File: config.mk
export PLATFORM = sky130hd
export DESIGN_NAME = rsp_packet_receiver
export DESIGN_NICKNAME = d
export VERILOG_FILES = /design/src/sv/rsp_pkg.sv /design/src/sv/rsp_packet_receiver.sv /design/src/sv/rsp_frame_fsm.sv
export VERILOG_INCLUDE_DIRS = /design/src /design/src/sv
export SDC_FILE = /design/constraint.sdc
export NUM_CORES = 1
export LEC_CHECK = 0
export BUFFER_PORTS_ARGS = -buffer_cell sky130_fd_sc_hd__buf_2
export CAP_MARGIN = 5
export CORE_AREA = 2 2 107 109
export CTS_CLUSTER_SIZE = 28
export DETAILED_ROUTE_END_ITERATION = 16
export DIE_AREA = 0 0 109 111
export MAX_ROUTING_LAYER = met4
export PLACE_DENSITY = 0.65
export SETUP_SLACK_MARGIN = 0.02
export SYNTH_ARGS = -nofsm -noshare
export SYNTH_HDL_FRONTEND = slang
export SYNTH_SLANG_ARGS = --single-unit
File: constraint.sdc
create_clock -name clk -period 5.7 [get_ports clk]
set_input_delay 0.57 -clock clk [delete_from_list [all_inputs] [get_ports clk]]
set_output_delay 0.57 -clock clk [all_outputs]
set_load 0.02 [all_outputs]
File: src/sv/rsp_packet_receiver_macros.svh
// Assertion helpers shared by the packet receiver RTL.
`ifndef RSP_PACKET_RECEIVER_MACROS_SVH
`define RSP_PACKET_RECEIVER_MACROS_SVH

// Same-cycle implication, checked outside reset.
`define RSP_ASSERT_NOW(label, ante, cons, msg) \
  label: assert property (@(posedge clk) disable iff (!rst_n) (ante) |-> (cons)) \
    else $error(msg);

// Next-cycle implication, checked outside reset.
`define RSP_ASSERT_NEXT(label, ante, cons, msg) \
  label: assert property (@(posedge clk) disable iff (!rst_n) (ante) |=> (cons)) \
    else $error(msg);

`endif

File: src/sv/rsp_pkg.sv
`timescale 1ns / 1ps
`default_nettype none
package rsp_pkg;

  // Framing characters
  localparam logic [7:0] CHAR_START   = 8'h24;  // '$'
  localparam logic [7:0] CHAR_END     = 8'h23;  // '#'
  localparam logic [7:0] CHAR_ESC     = 8'h7d;
  localparam logic [7:0] ESC_XOR      = 8'h20;
  localparam logic [7:0] CHAR_BREAK   = 8'h03;
  localparam logic [7:0] CHAR_ACK     = 8'h2b;  // '+'
  localparam logic [7:0] CHAR_NAK     = 8'h2d;  // '-'

  // Input kinds
  localparam logic KIND_BYTE = 1'b0;

  // Result event codes
  localparam logic [2:0] EV_PAYLOAD = 3'd0;
  localparam logic [2:0] EV_ACCEPT  = 3'd1;
  localparam logic [2:0] EV_REJECT  = 3'd2;
  localparam logic [2:0] EV_BREAK   = 3'd3;
  localparam logic [2:0] EV_ABORT   = 3'd4;

  // Reject reasons
  localparam logic [1:0] RSN_NONE     = 2'd0;
  localparam logic [1:0] RSN_BAD_HEX  = 2'd1;
  localparam logic [1:0] RSN_OVERFLOW = 2'd2;
  localparam logic [1:0] RSN_MISMATCH = 2'd3;

  localparam int LEN_W = 13;

  typedef struct packed {
    logic [2:0]       event_res;
    logic [7:0]       payload_byte;
    logic [LEN_W-1:0] packet_length;
    logic [1:0]       reject_reason;
    logic             reply_valid;
    logic [7:0]       reply_byte;
  } rsp_result_t;

  // Decode an ASCII hex digit: bit 4 set means not a hex digit.
  function automatic logic [4:0] hex_nibble(input logic [7:0] c);
    logic [4:0] r;
    r = 5'h10;
    if (c >= 8'h30 && c <= 8'h39) begin
      r = {1'b0, 4'(c - 8'h30)};
    end else if (c >= 8'h61 && c <= 8'h66) begin
      r = {1'b0, 4'(c - 8'h57)};
    end else if (c >= 8'h41 && c <= 8'h46) begin
      r = {1'b0, 4'(c - 8'h37)};
    end
    return r;
  endfunction

endpackage
`default_nettype wire

File: src/sv/rsp_packet_receiver.sv
`timescale 1ns / 1ps
`default_nettype none
// Packet framing receiver for the remote serial debug protocol. Feed one link
// beat per clock: a received byte (in_kind 0) or a link failure (in_kind 1).
// A beat taken into the input register is processed once the result register
// can take its outcome; its result, if any, is registered and offered on the
// out_ channel. The block sustains one beat per clock unless out_stall holds
// it, the rate being set by the single frame state update per beat. Payload
// bytes come out unescaped as they arrive, followed by one accept or reject
// event carrying the reply byte to return ('+' or '-', suppressed when
// cfg_no_ack_mode is set). Bytes beyond MAX_PAYLOAD are dropped and the
// packet is rejected. A 0x03 seen between packets reports a break. Write
// cfg_no_ack_mode only while no beats are in flight.
module rsp_packet_receiver
  import rsp_pkg::*;
#(
  parameter int MAX_PAYLOAD = 4096
) (
  input  wire logic             clk,
  input  wire logic             rst_n,
  // input beats
  input  wire logic             in_valid,
  output logic                  in_stall,
  input  wire logic             in_kind,
  input  wire logic [7:0]       in_rx_byte,
  // result beats
  output logic                  out_valid,
  input  wire logic             out_stall,
  output logic [2:0]            out_event_res,
  output logic [7:0]            out_payload_byte,
  output logic [LEN_W-1:0]      out_packet_length,
  output logic [1:0]            out_reject_reason,
  output logic                  out_reply_valid,
  output logic [7:0]            out_reply_byte,
  // configuration
  input  wire logic             cfg_valid,
  output logic                  cfg_ready,
  input  wire logic             cfg_no_ack_mode
);

  logic        s1_vld_r, s1_vld_nxt;
  logic        s1_kind_r;
  logic [7:0]  s1_byte_r;
  logic        out_vld_r, out_vld_nxt;
  rsp_result_t out_res_r;
  logic        no_ack_r;

  logic        out_free;
  logic        in_take;
  logic        step;
  logic        emit;
  rsp_result_t res;

  // Input register advances whenever the result register can take its outcome
  assign out_free   = !out_vld_r || !out_stall;
  assign in_stall   = s1_vld_r && !out_free;
  assign in_take    = in_valid && !in_stall;
  assign step       = s1_vld_r && out_free;
  assign s1_vld_nxt = in_take ? 1'b1 : (out_free ? 1'b0 : s1_vld_r);
  assign out_vld_nxt = out_free ? (step && emit) : out_vld_r;
  assign cfg_ready  = 1'b1;

  rsp_frame_fsm #(
    .MAX_PAYLOAD (MAX_PAYLOAD)
  ) u_fsm (
    .clk     (clk),
    .rst_n   (rst_n),
    .step    (step),
    .kind    (s1_kind_r),
    .rx_byte (s1_byte_r),
    .no_ack  (no_ack_r),
    .emit    (emit),
    .res     (res)
  );

  // Hold control state
  always_ff @(posedge clk) begin
    if (!rst_n) begin
      s1_vld_r  <= 1'b0;
      out_vld_r <= 1'b0;
      no_ack_r  <= 1'b0;
    end else begin
      s1_vld_r  <= s1_vld_nxt;
      out_vld_r <= out_vld_nxt;
      if (cfg_valid && cfg_ready) begin
        no_ack_r <= cfg_no_ack_mode;
      end
    end
  end

  // Capture payloads
  always_ff @(posedge clk) begin
    if (in_take) begin
      s1_kind_r <= in_kind;
      s1_byte_r <= in_rx_byte;
    end
    if (out_free && step && emit) begin
      out_res_r <= res;
    end
  end

  assign out_valid         = out_vld_r;
  assign out_event_res     = out_res_r.event_res;
  assign out_payload_byte  = out_res_r.payload_byte;
  assign out_packet_length = out_res_r.packet_length;
  assign out_reject_reason = out_res_r.reject_reason;
  assign out_reply_valid   = out_res_r.reply_valid;
  assign out_reply_byte    = out_res_r.reply_byte;

endmodule
`default_nettype wire

File: src/sv/rsp_frame_fsm.sv
`timescale 1ns / 1ps
`default_nettype none
`include "rsp_packet_receiver_macros.svh"
module rsp_frame_fsm
  import rsp_pkg::*;
#(
  parameter int MAX_PAYLOAD = 4096
) (
  input  wire logic        clk,
  input  wire logic        rst_n,
  input  wire logic        step,
  input  wire logic        kind,
  input  wire logic [7:0]  rx_byte,
  input  wire logic        no_ack,
  output logic             emit,
  output rsp_result_t      res
);

  localparam int CNT_W = $clog2(MAX_PAYLOAD + 1);
  localparam logic [CNT_W-1:0] MAX_CNT = CNT_W'(MAX_PAYLOAD);

  localparam logic [2:0] PH_HUNT    = 3'd0;
  localparam logic [2:0] PH_PAYLOAD = 3'd1;
  localparam logic [2:0] PH_ESCAPE  = 3'd2;
  localparam logic [2:0] PH_CSUM_HI = 3'd3;
  localparam logic [2:0] PH_CSUM_LO = 3'd4;

  logic [2:0]       phase_r, phase_nxt;
  logic [7:0]       sum_r, sum_nxt;
  logic [CNT_W-1:0] cnt_r, cnt_nxt;
  logic             ovf_r, ovf_nxt;
  logic [3:0]       hi_r, hi_nxt;
  logic             hi_bad_r, hi_bad_nxt;

  logic             store_en;
  logic [7:0]       store_byte;
  logic [4:0]       hex;
  logic [1:0]       reason;
  logic [CNT_W+LEN_W-1:0] cnt_ext;

  assign hex     = hex_nibble(rx_byte);
  assign cnt_ext = {{LEN_W{1'b0}}, cnt_r};

  // Frame state update for one beat
  always_comb begin
    phase_nxt  = phase_r;
    sum_nxt    = sum_r;
    cnt_nxt    = cnt_r;
    ovf_nxt    = ovf_r;
    hi_nxt     = hi_r;
    hi_bad_nxt = hi_bad_r;
    store_en   = 1'b0;
    store_byte = rx_byte;
    reason     = RSN_NONE;
    emit       = 1'b0;
    res        = '0;

    if (kind != KIND_BYTE) begin
      phase_nxt     = PH_HUNT;
      emit          = 1'b1;
      res.event_res = EV_ABORT;
    end else begin
      case (phase_r)
        PH_PAYLOAD: begin
          if (rx_byte == CHAR_END) begin
            phase_nxt = PH_CSUM_HI;
          end else begin
            sum_nxt = sum_r + rx_byte;
            if (rx_byte == CHAR_ESC) begin
              phase_nxt = PH_ESCAPE;
            end else begin
              store_en = 1'b1;
            end
          end
        end
        PH_ESCAPE: begin
          sum_nxt    = sum_r + rx_byte;
          phase_nxt  = PH_PAYLOAD;
          store_en   = 1'b1;
          store_byte = rx_byte ^ ESC_XOR;
        end
        PH_CSUM_HI: begin
          hi_bad_nxt = hex[4];
          hi_nxt     = hex[3:0];
          phase_nxt  = PH_CSUM_LO;
        end
        PH_CSUM_LO: begin
          phase_nxt = PH_HUNT;
          emit      = 1'b1;
          if (hi_bad_r || hex[4]) begin
            reason = RSN_BAD_HEX;
          end else if (ovf_r) begin
            reason = RSN_OVERFLOW;
          end else if ({hi_r, hex[3:0]} != sum_r) begin
            reason = RSN_MISMATCH;
          end
          if (reason != RSN_NONE) begin
            res.event_res     = EV_REJECT;
            res.reject_reason = reason;
            res.reply_valid   = !no_ack;
            res.reply_byte    = no_ack ? 8'h00 : CHAR_NAK;
          end else begin
            res.event_res     = EV_ACCEPT;
            res.packet_length = cnt_ext[LEN_W-1:0];
            res.reply_valid   = !no_ack;
            res.reply_byte    = no_ack ? 8'h00 : CHAR_ACK;
          end
        end
        default: begin
          phase_nxt = PH_HUNT;
          if (rx_byte == CHAR_START) begin
            phase_nxt = PH_PAYLOAD;
            sum_nxt   = 8'h00;
            cnt_nxt   = '0;
            ovf_nxt   = 1'b0;
          end else if (rx_byte == CHAR_BREAK) begin
            emit          = 1'b1;
            res.event_res = EV_BREAK;
          end
        end
      endcase

      // Store an unescaped byte, or drop it once the payload is full
      if (store_en) begin
        if (cnt_r < MAX_CNT) begin
          cnt_nxt          = cnt_r + CNT_W'(1);
          emit             = 1'b1;
          res.event_res    = EV_PAYLOAD;
          res.payload_byte = store_byte;
        end else begin
          ovf_nxt = 1'b1;
        end
      end
    end
  end

  // Advance state on each processed beat
  always_ff @(posedge clk) begin
    if (!rst_n) begin
      phase_r  <= PH_HUNT;
      sum_r    <= '0;
      cnt_r    <= '0;
      ovf_r    <= 1'b0;
      hi_r     <= '0;
      hi_bad_r <= 1'b0;
    end else if (step) begin
      phase_r  <= phase_nxt;
      sum_r    <= sum_nxt;
      cnt_r    <= cnt_nxt;
      ovf_r    <= ovf_nxt;
      hi_r     <= hi_nxt;
      hi_bad_r <= hi_bad_nxt;
    end
  end

  `RSP_ASSERT_NOW(a_cnt_bound, 1'b1, cnt_r <= MAX_CNT, "payload count beyond limit")
  `RSP_ASSERT_NOW(a_ovf_full, ovf_r, cnt_r == MAX_CNT, "overflow flagged before payload full")
  `RSP_ASSERT_NOW(a_reply_kind, emit && res.reply_valid,
                  res.event_res == EV_ACCEPT || res.event_res == EV_REJECT,
                  "reply on a non-terminal event")
  `RSP_ASSERT_NEXT(a_start, step && kind == KIND_BYTE && phase_r == PH_HUNT &&
                   rx_byte == CHAR_START,
                   phase_r == PH_PAYLOAD && cnt_r == '0 && sum_r == 8'h00 && !ovf_r,
                   "start marker did not open a clean packet")

endmodule
`default_nettype wire

* Word-level counts from Yosys, hierarchy flattened
Index checks and enable logic that the tools add are counted.
** Word-level totals
- Memories kept :: 0
- Latch bits :: 0
- Output and inout port bits :: 38
- Memory bits (writable) :: 0
- Bits in read-only memories :: 0
- Logic and storage cells :: 123
- Register bits :: 77
- Input bits :: 15
** Cells by class
- Mux-type cells :: 46
- Multiply operators :: 0
- Magnitude comparators :: 7
- Eq/ne operators :: 11
- Shift-type cells :: 0
- Div/mod/pow operators :: 0
- Bitwise operators :: 7
- Add/sub/neg operators :: 5
- Reductions and logical operators :: 30
** Operators with widths (number)
- 13-bit 2-to-1 mux :: 4
- 8-bit 2-to-1 mux :: 3
- 8-bit case mux with 3 select lines :: 1
- 11-bit 2-to-1 mux :: 2
- 6-bit 2-to-1 mux :: 3
- 8-bit by 6-bit == test with 1-bit output, second input constant :: 2
- 8-bit by 7-bit >= comparator with 1-bit output, second input constant :: 2
- 8-bit by 7-bit <= comparator with 1-bit output, second input constant :: 2
- 1-bit 2-to-1 mux :: 15
- 5-bit 2-to-1 mux :: 3
- 2-bit 2-to-1 mux :: 7
- 13-bit by 1-bit adder with 13-bit output, second input constant :: 1
- 13-bit < comparator, second input constant :: 1
- 3-bit 2-to-1 mux :: 4
- 3-bit case mux with 4 select lines :: 1
- 3-bit OR reduction :: 4
- 1-bit logical AND :: 9
- 8-bit adder :: 1
- 8-bit by 2-bit == test with 1-bit output, second input constant :: 1
- 8-bit by 7-bit == test with 1-bit output, second input constant :: 1
- 8-bit by 6-bit >= comparator with 1-bit output, second input constant :: 1
- 8-bit by 6-bit <= comparator with 1-bit output, second input constant :: 1
- 8-bit inequality test :: 1
- 4-bit by 3-bit subtractor with 4-bit output, second input constant :: 2
- other kinds (18) :: 34

* Logic depth before layout (Yosys ltp)
- Depth in word-level cells :: 16
- Depth in mapped cells :: 9
- Mapped depth without buffers :: 9

* By module
A second synthesis with hierarchy kept.
** Unflattened totals
- Cells, all modules :: 371
- Area, all modules :: 3807.4 µm²
** By module, submodules not included
- rsp_frame_fsm :: seq. area each 600.6 µm², cells an instance 312, area an instance 2347.3 µm², instances 1
- rsp_packet_receiver :: seq. area each 1381.3 µm², cells an instance 59, area an instance 1460.2 µm², instances 1

* Worst setup path after synthesis
OpenSTA, ideal clock, no wires.
- Kind :: register to register
- Start :: register s1_byte_r[1]
- End :: register out_res_r (netlist bit out_event_res[0]), enable pin
- Period minus slack after synthesis :: 3.300 ns
- Library setup time :: 0.415 ns
- Stages on the path, launching flop included :: 9
- Path slack :: 2.400 ns
- Arrival time :: 2.885 ns
- Path buffers :: 0
- Required time :: 5.285 ns
- Cells stage by stage :: edfxtp_1 -> inv_1 -> ha_1 -> nand4_1 -> o22ai_1 -> a211o_1 -> a21oi_1 -> nor3_1 -> nor2_1
** On the way
- Word-level cells in the longest chain between the ends :: 8
- Elaborated cells on any way between the ends :: 15
- Classes of those cells :: eq/ne (4); mux (10); reduce/logical (1)
** Ends and longest elaborated chain
- start, declared :: RTL line rsp_packet_receiver.sv:43 : logic [7:0] s1_byte_r;
- start signal, assigned :: RTL line rsp_packet_receiver.sv:95 : s1_byte_r <= in_rx_byte;
- 8-bit by 2-bit == test with 1-bit output / 8-bit by 7-bit == test with 1-bit output (equally long branches) :: RTL line rsp_frame_fsm.sv:116, rsp_frame_fsm.sv:69
- 1-bit 2-to-1 mux (on tied branches) :: RTL line rsp_frame_fsm.sv:116, rsp_frame_fsm.sv:69
- 1-bit 2-to-1 mux (on tied branches) :: RTL line rsp_frame_fsm.sv:111, rsp_frame_fsm.sv:65
- 1-bit case mux with 2 select lines :: RTL line rsp_frame_fsm.sv:63 : case (phase_r)
- 1-bit 2-to-1 mux (on tied branches) :: RTL line rsp_frame_fsm.sv:125, rsp_frame_fsm.sv:58
- 1-bit 2-to-1 mux (*) :: RTL line rsp_frame_fsm.sv:124 : if (store_en) begin
- 1-bit 2-to-1 mux (*) :: RTL line rsp_frame_fsm.sv:58 : if (kind != KIND_BYTE) begin
- 1-bit logical AND (*) :: RTL line rsp_packet_receiver.sv:97 : if (out_free && step && emit) begin
- end signal, assigned :: RTL line rsp_packet_receiver.sv:98 : out_res_r <= res;
- end, declared :: RTL line rsp_packet_receiver.sv:45 : rsp_result_t out_res_r;
Mark *: on every way between the ends. The rest lies on a longest branch, timed or not. The select of a mux whose other input is x is not followed.
A chain may end at the register's enable or synchronous reset.

* Worst setup path after layout
- Start :: register s1_byte_r[1]
- End :: register out_res_r (netlist bit out_packet_length[1]), enable pin
The elaborated chain is that of the path after synthesis.

==> PnR_summary.wiki <==
{| class="wikitable"
! Metric !! Value
|-
| Status || completed
|-
| Die ar. || roughly 12,000 µm²
|-
| Crit-path cells || inv_1 > ha_1 > nand4_1 > o22ai_1 > a211o_1 > a21oi_1 > nor3_1 > nor2_2 > buf_4
|-
| Via count normalized by instance count || about 5.3
|-
| Setup repair after global routing missed its margin || false
|-
| Maximum number of pins on one net before global-route repair || 28
|-
| Arrival time at the worst endpoint || between 3 and 4 ns
|-
| IO Count || 53
|-
| Iter 0 DRT Violations || 174
|-
| Longest individual stage delay on the worst path || about 0.47 ns
|-
| Async S/R FF share, synth || 0%
|-
| Area of the mapped netlist || 3760 µm²
|-
| Die extent in x || between 100 and 150 µm
|-
| Power density cells || 262 nW/µm²
|-
| Number of library cell types mapped by synthesis || 65
|-
| Max-slew violation total from the final report || 0
|-
| Slew of the pin with the lowest slew margin || 0.877 ns
|-
| Fraction of met1 tracks used by global routing || 19.0%
|-
| Post-route clock skew || 0.00729 ns
|-
| Number of cell rows || 39
|-
| Critical path capture point type || flop
|-
| Height of the die || ~110 µm
|-
| Antenna violations before repair || 0
|-
| Count of final hold-check violations || 0
|-
| Leading cell types by total area after synthesis || sky130_fd_sc_hd__edfxtp_1 30%, sky130_fd_sc_hd__dfxtp_1 18%, sky130_fd_sc_hd__nor3_1 4.9%
|-
| Fin Setup TNS || 0 ns
|-
| Global-route met3 utilization || about 3.1%
|-
| DRC violations left || 0
|-
| Total GRT Usage || 14.8%
|-
| Number of global-route vias before repair || 2,879
|-
| Postcts setup bufs || 0
|-
| Max-Slew Margin vs Limit || 41.4%
|-
| Cell taking the most area after synthesis || sky130_fd_sc_hd__edfxtp_1
|-
| Sequential cell area in the final layout || 1800 µm²
|-
| Most common cell in the synthesized netlist || sky130_fd_sc_hd__edfxtp_1
|-
| WP buf/inv || 2
|-
| Router iterations before antenna repair || 5
|-
| Antenna cell count || 0
|-
| Number of H-tree levels || 3
|-
| Initial standard-cell utilization of the core || 34.0%
|-
| Later-pin clock latency in the skew report || 0.33 ns
|-
| TritonCTS clock tree || done
|-
| Cts repair resizes || 0
|-
| Highest ir drop seen on vdd || 0.000125 V
|-
| Place WS || about 2.6 ns
|-
| Clock sink count || 71
|-
| Post-synthesis register bit count || 71
|-
| Setup violators final || 0
|-
| Kind of critical path || reg -> reg
|-
| Kind of cell adding the most delay to the critical path || compound AO/OA/AOI/OAI gates
|-
| Busiest layer in global routing || met2
|-
| FILL cells || 1,095
|-
| Area occupied by multi-input gates || between 1500 and 2000 µm²
|-
| Standard cell with the maximum stage delay on the critical path || sky130_fd_sc_hd__a21oi_1
|-
| Final-stage net count || 463
|-
| Critical path data required time || 5.71 ns
|-
| Number of non-filler instances in the completed layout || 584
|-
| Final HPWL from detailed placement || 6.02 mm
|-
| # placed instances || 568
|-
| Area grow syn2layout || 16.1%
|-
| Post-Syn Instances || 395
|-
| Max_cap viols || 0
|-
| Period Utilization, post-route || 54.5%
|-
| Final Total Pwr || 1.14 mW
|-
| Most instantiated flip-flop cell in the synthesis netlist || sky130_fd_sc_hd__edfxtp_1
|-
| CTS Root Buffer Type || sky130_fd_sc_hd__clkbuf_16
|-
| Quantity of hold-fixing buffers added after cts || 0
|-
| First-pass GRT wire length || roughly 14 mm
|-
| Routed wire length per instance || 14.2 µm
|-
| Ratio of cells with drive above 1 in the final layout || 18.1%
|-
| Global placement routability congestion || 0.961
|-
| Achievable Freq || 322 MHz
|-
| Sequential-to-total area share from yosys stat || between 40% and 50%
|-
| Clock edge transition at the registers on the reported setup and hold paths || about 0.060 ns
|-
| Clock buffer depth || 2
|-
| Total via count in the routed design || 3,067
|-
| Static power due to leakage || 1.56 nW
|-
| Shortest period the worst path allows || 3.11 ns
|-
| Final antenna-violating net count || 0
|-
| Met2 track demand over resource || approximately 22%
|-
| Grt ovf || 0
|-
| Total length of routed wires || 8.27 mm
|-
| Type of the most critical hold path || in -> reg
|-
| Most frequent cells after synthesis || 38 x sky130_fd_sc_hd__edfxtp_1, 37 x sky130_fd_sc_hd__nor3_1, 33 x sky130_fd_sc_hd__dfxtp_1, 33 x sky130_fd_sc_hd__nor2_1, 29 x sky130_fd_sc_hd__inv_1
|-
| Proportion of netlist area held by the largest area contributor || 30.3%
|-
| Startpoint kind of the worst setup timing path || flop
|-
| Crit path max fanout || 20
|-
| Placeable Area || 11,100 µm²
|-
| Number of enable-type register cells in the synthesized netlist || 38
|-
| TritonCTS Buffers || 9
|-
| Setup WS post-layout || 2.59 ns
|-
| Number of port buffers || 48
|-
| Avg Inst Size Synth || 9.53 µm²
|-
| Fin util || 39.4%
|-
| Yosys warning count || 0
|}
## per-stage QoR
stage / hold slack [ns] / cell area [µm²]
2_1_floorplan: 0.453 / 3770
3_3_place_gp: 0.475 / 4090
3_5_place_dp: 0.478 / 4090
4_1_cts: 0.402 / 4370
5_1_grt: 0.406 / 4370
6_report: 0.411 / 4370
## flip-flops by register name, summed over array words and instances (netlist names)
signal / count
out_event_res: 3
no_ack_r: 1
out_packet_length: 13
u_fsm.ovf_r: 1
u_fsm.hi_bad_r: 1
out_valid: 1
s1_kind_r: 1
u_fsm.cnt_r: 13
s1_vld_r: 1
u_fsm.sum_r: 8
out_reply_byte: 3
u_fsm.phase_r: 3
s1_byte_r: 8
out_reject_reason: 2
out_payload_byte: 8
u_fsm.hi_r: 4
## cell usage in the layout, fill, tap and decap left out, types with 3 or more instances in the layout
cell                        Yosys  final
sky130_fd_sc_hd__a2111oi_0      3      3
sky130_fd_sc_hd__a211oi_1       6      6
sky130_fd_sc_hd__a21o_1         4      4
sky130_fd_sc_hd__a21oi_1       26     26
sky130_fd_sc_hd__a31oi_1        3      3
sky130_fd_sc_hd__and3_1         4      4
sky130_fd_sc_hd__buf_2          3     48
sky130_fd_sc_hd__clkbuf_16      0      9
sky130_fd_sc_hd__conb_1         2      4
sky130_fd_sc_hd__dfxtp_1       33     33
sky130_fd_sc_hd__edfxtp_1      38     38
sky130_fd_sc_hd__ha_1          11     11
sky130_fd_sc_hd__inv_1         29     29
sky130_fd_sc_hd__inv_6          0      3
sky130_fd_sc_hd__nand2_1       23     23
sky130_fd_sc_hd__nand2b_1       4      4
sky130_fd_sc_hd__nand3_1       16     16
sky130_fd_sc_hd__nand4_1        4      4
sky130_fd_sc_hd__nor2_1        33     32
sky130_fd_sc_hd__nor2b_1        6      6
sky130_fd_sc_hd__nor3_1        37     37
sky130_fd_sc_hd__nor3b_1        5      5
sky130_fd_sc_hd__nor4_1         3      3
sky130_fd_sc_hd__o211ai_1       4      4
sky130_fd_sc_hd__o21ai_0        8      8
sky130_fd_sc_hd__o22ai_1        3      3
sky130_fd_sc_hd__or3_1         10     10
sky130_fd_sc_hd__or4b_1         3      3
sky130_fd_sc_hd__xnor2_1        5      5
sky130_fd_sc_hd__xor2_1         6      6
## cell type report
class / count / area share, %
Clock inverter: 5 / 0.888
Clock buffer: 11 / 5.56
Inverter: 30 / 2.58
Timing Repair Buffer: 50 / 5.84
Sequential cell: 71 / 41.2
Tap cell: 143 / 4.10
Multi-Input combinational cell: 274 / 39.8
## worst paths after layout
path	startpoint	to	slack [ns]	cells past startpoint
worst min-delay path	in_rx_byte[2]	s1_byte_r[2]$_DFFE_PP_	0.41	1
worst max-delay path	s1_byte_r[1]$_DFFE_PP_	out_packet_length[1]$_SDFFCE_PP0P_	2.59	9
worst max register to register	s1_byte_r[1]$_DFFE_PP_	out_packet_length[1]$_SDFFCE_PP0P_	2.59	9
worst min register to register	out_valid$_SDFFE_PN0N_	out_valid$_SDFFE_PN0N_	0.49	2
## layer usage
metal | vias to the layer above | wire (µm)
li1 | 1520 | -
met1 | 1441 | 3790
met2 | 92 | 3890
met3 | 14 | 435
met4 | 0 | 146
met5 | - | 0
## cells by family (layout without fill, tap and decap cells)
kind of cell | count (synthesis) | count (layout) | share of synthesized area (%)
simple gates | 164 | 164 | 23.6
compound gates | 79 | 79 | 14.3
flops | 71 | 71 | 47.9
buf+inv | 52 | 96 | 6.18
fa+ha+maj | 13 | 13 | 4.45
xor+xnor | 11 | 11 | 2.56
mux | 3 | 3 | 0.831
other cells | 2 | 4 | 0.200
## power breakdown
group / internal (mW) / total, mW / switching [mW]
logic: 0.0224 / 0.0639 / 0.0415
clock network: 0.310 / 0.520 / 0.210
registers: 0.548 / 0.560 / 0.0114
total: 0.881 / 1.14 / 0.263
No activity file was read; power rests on OpenSTA's default activity.
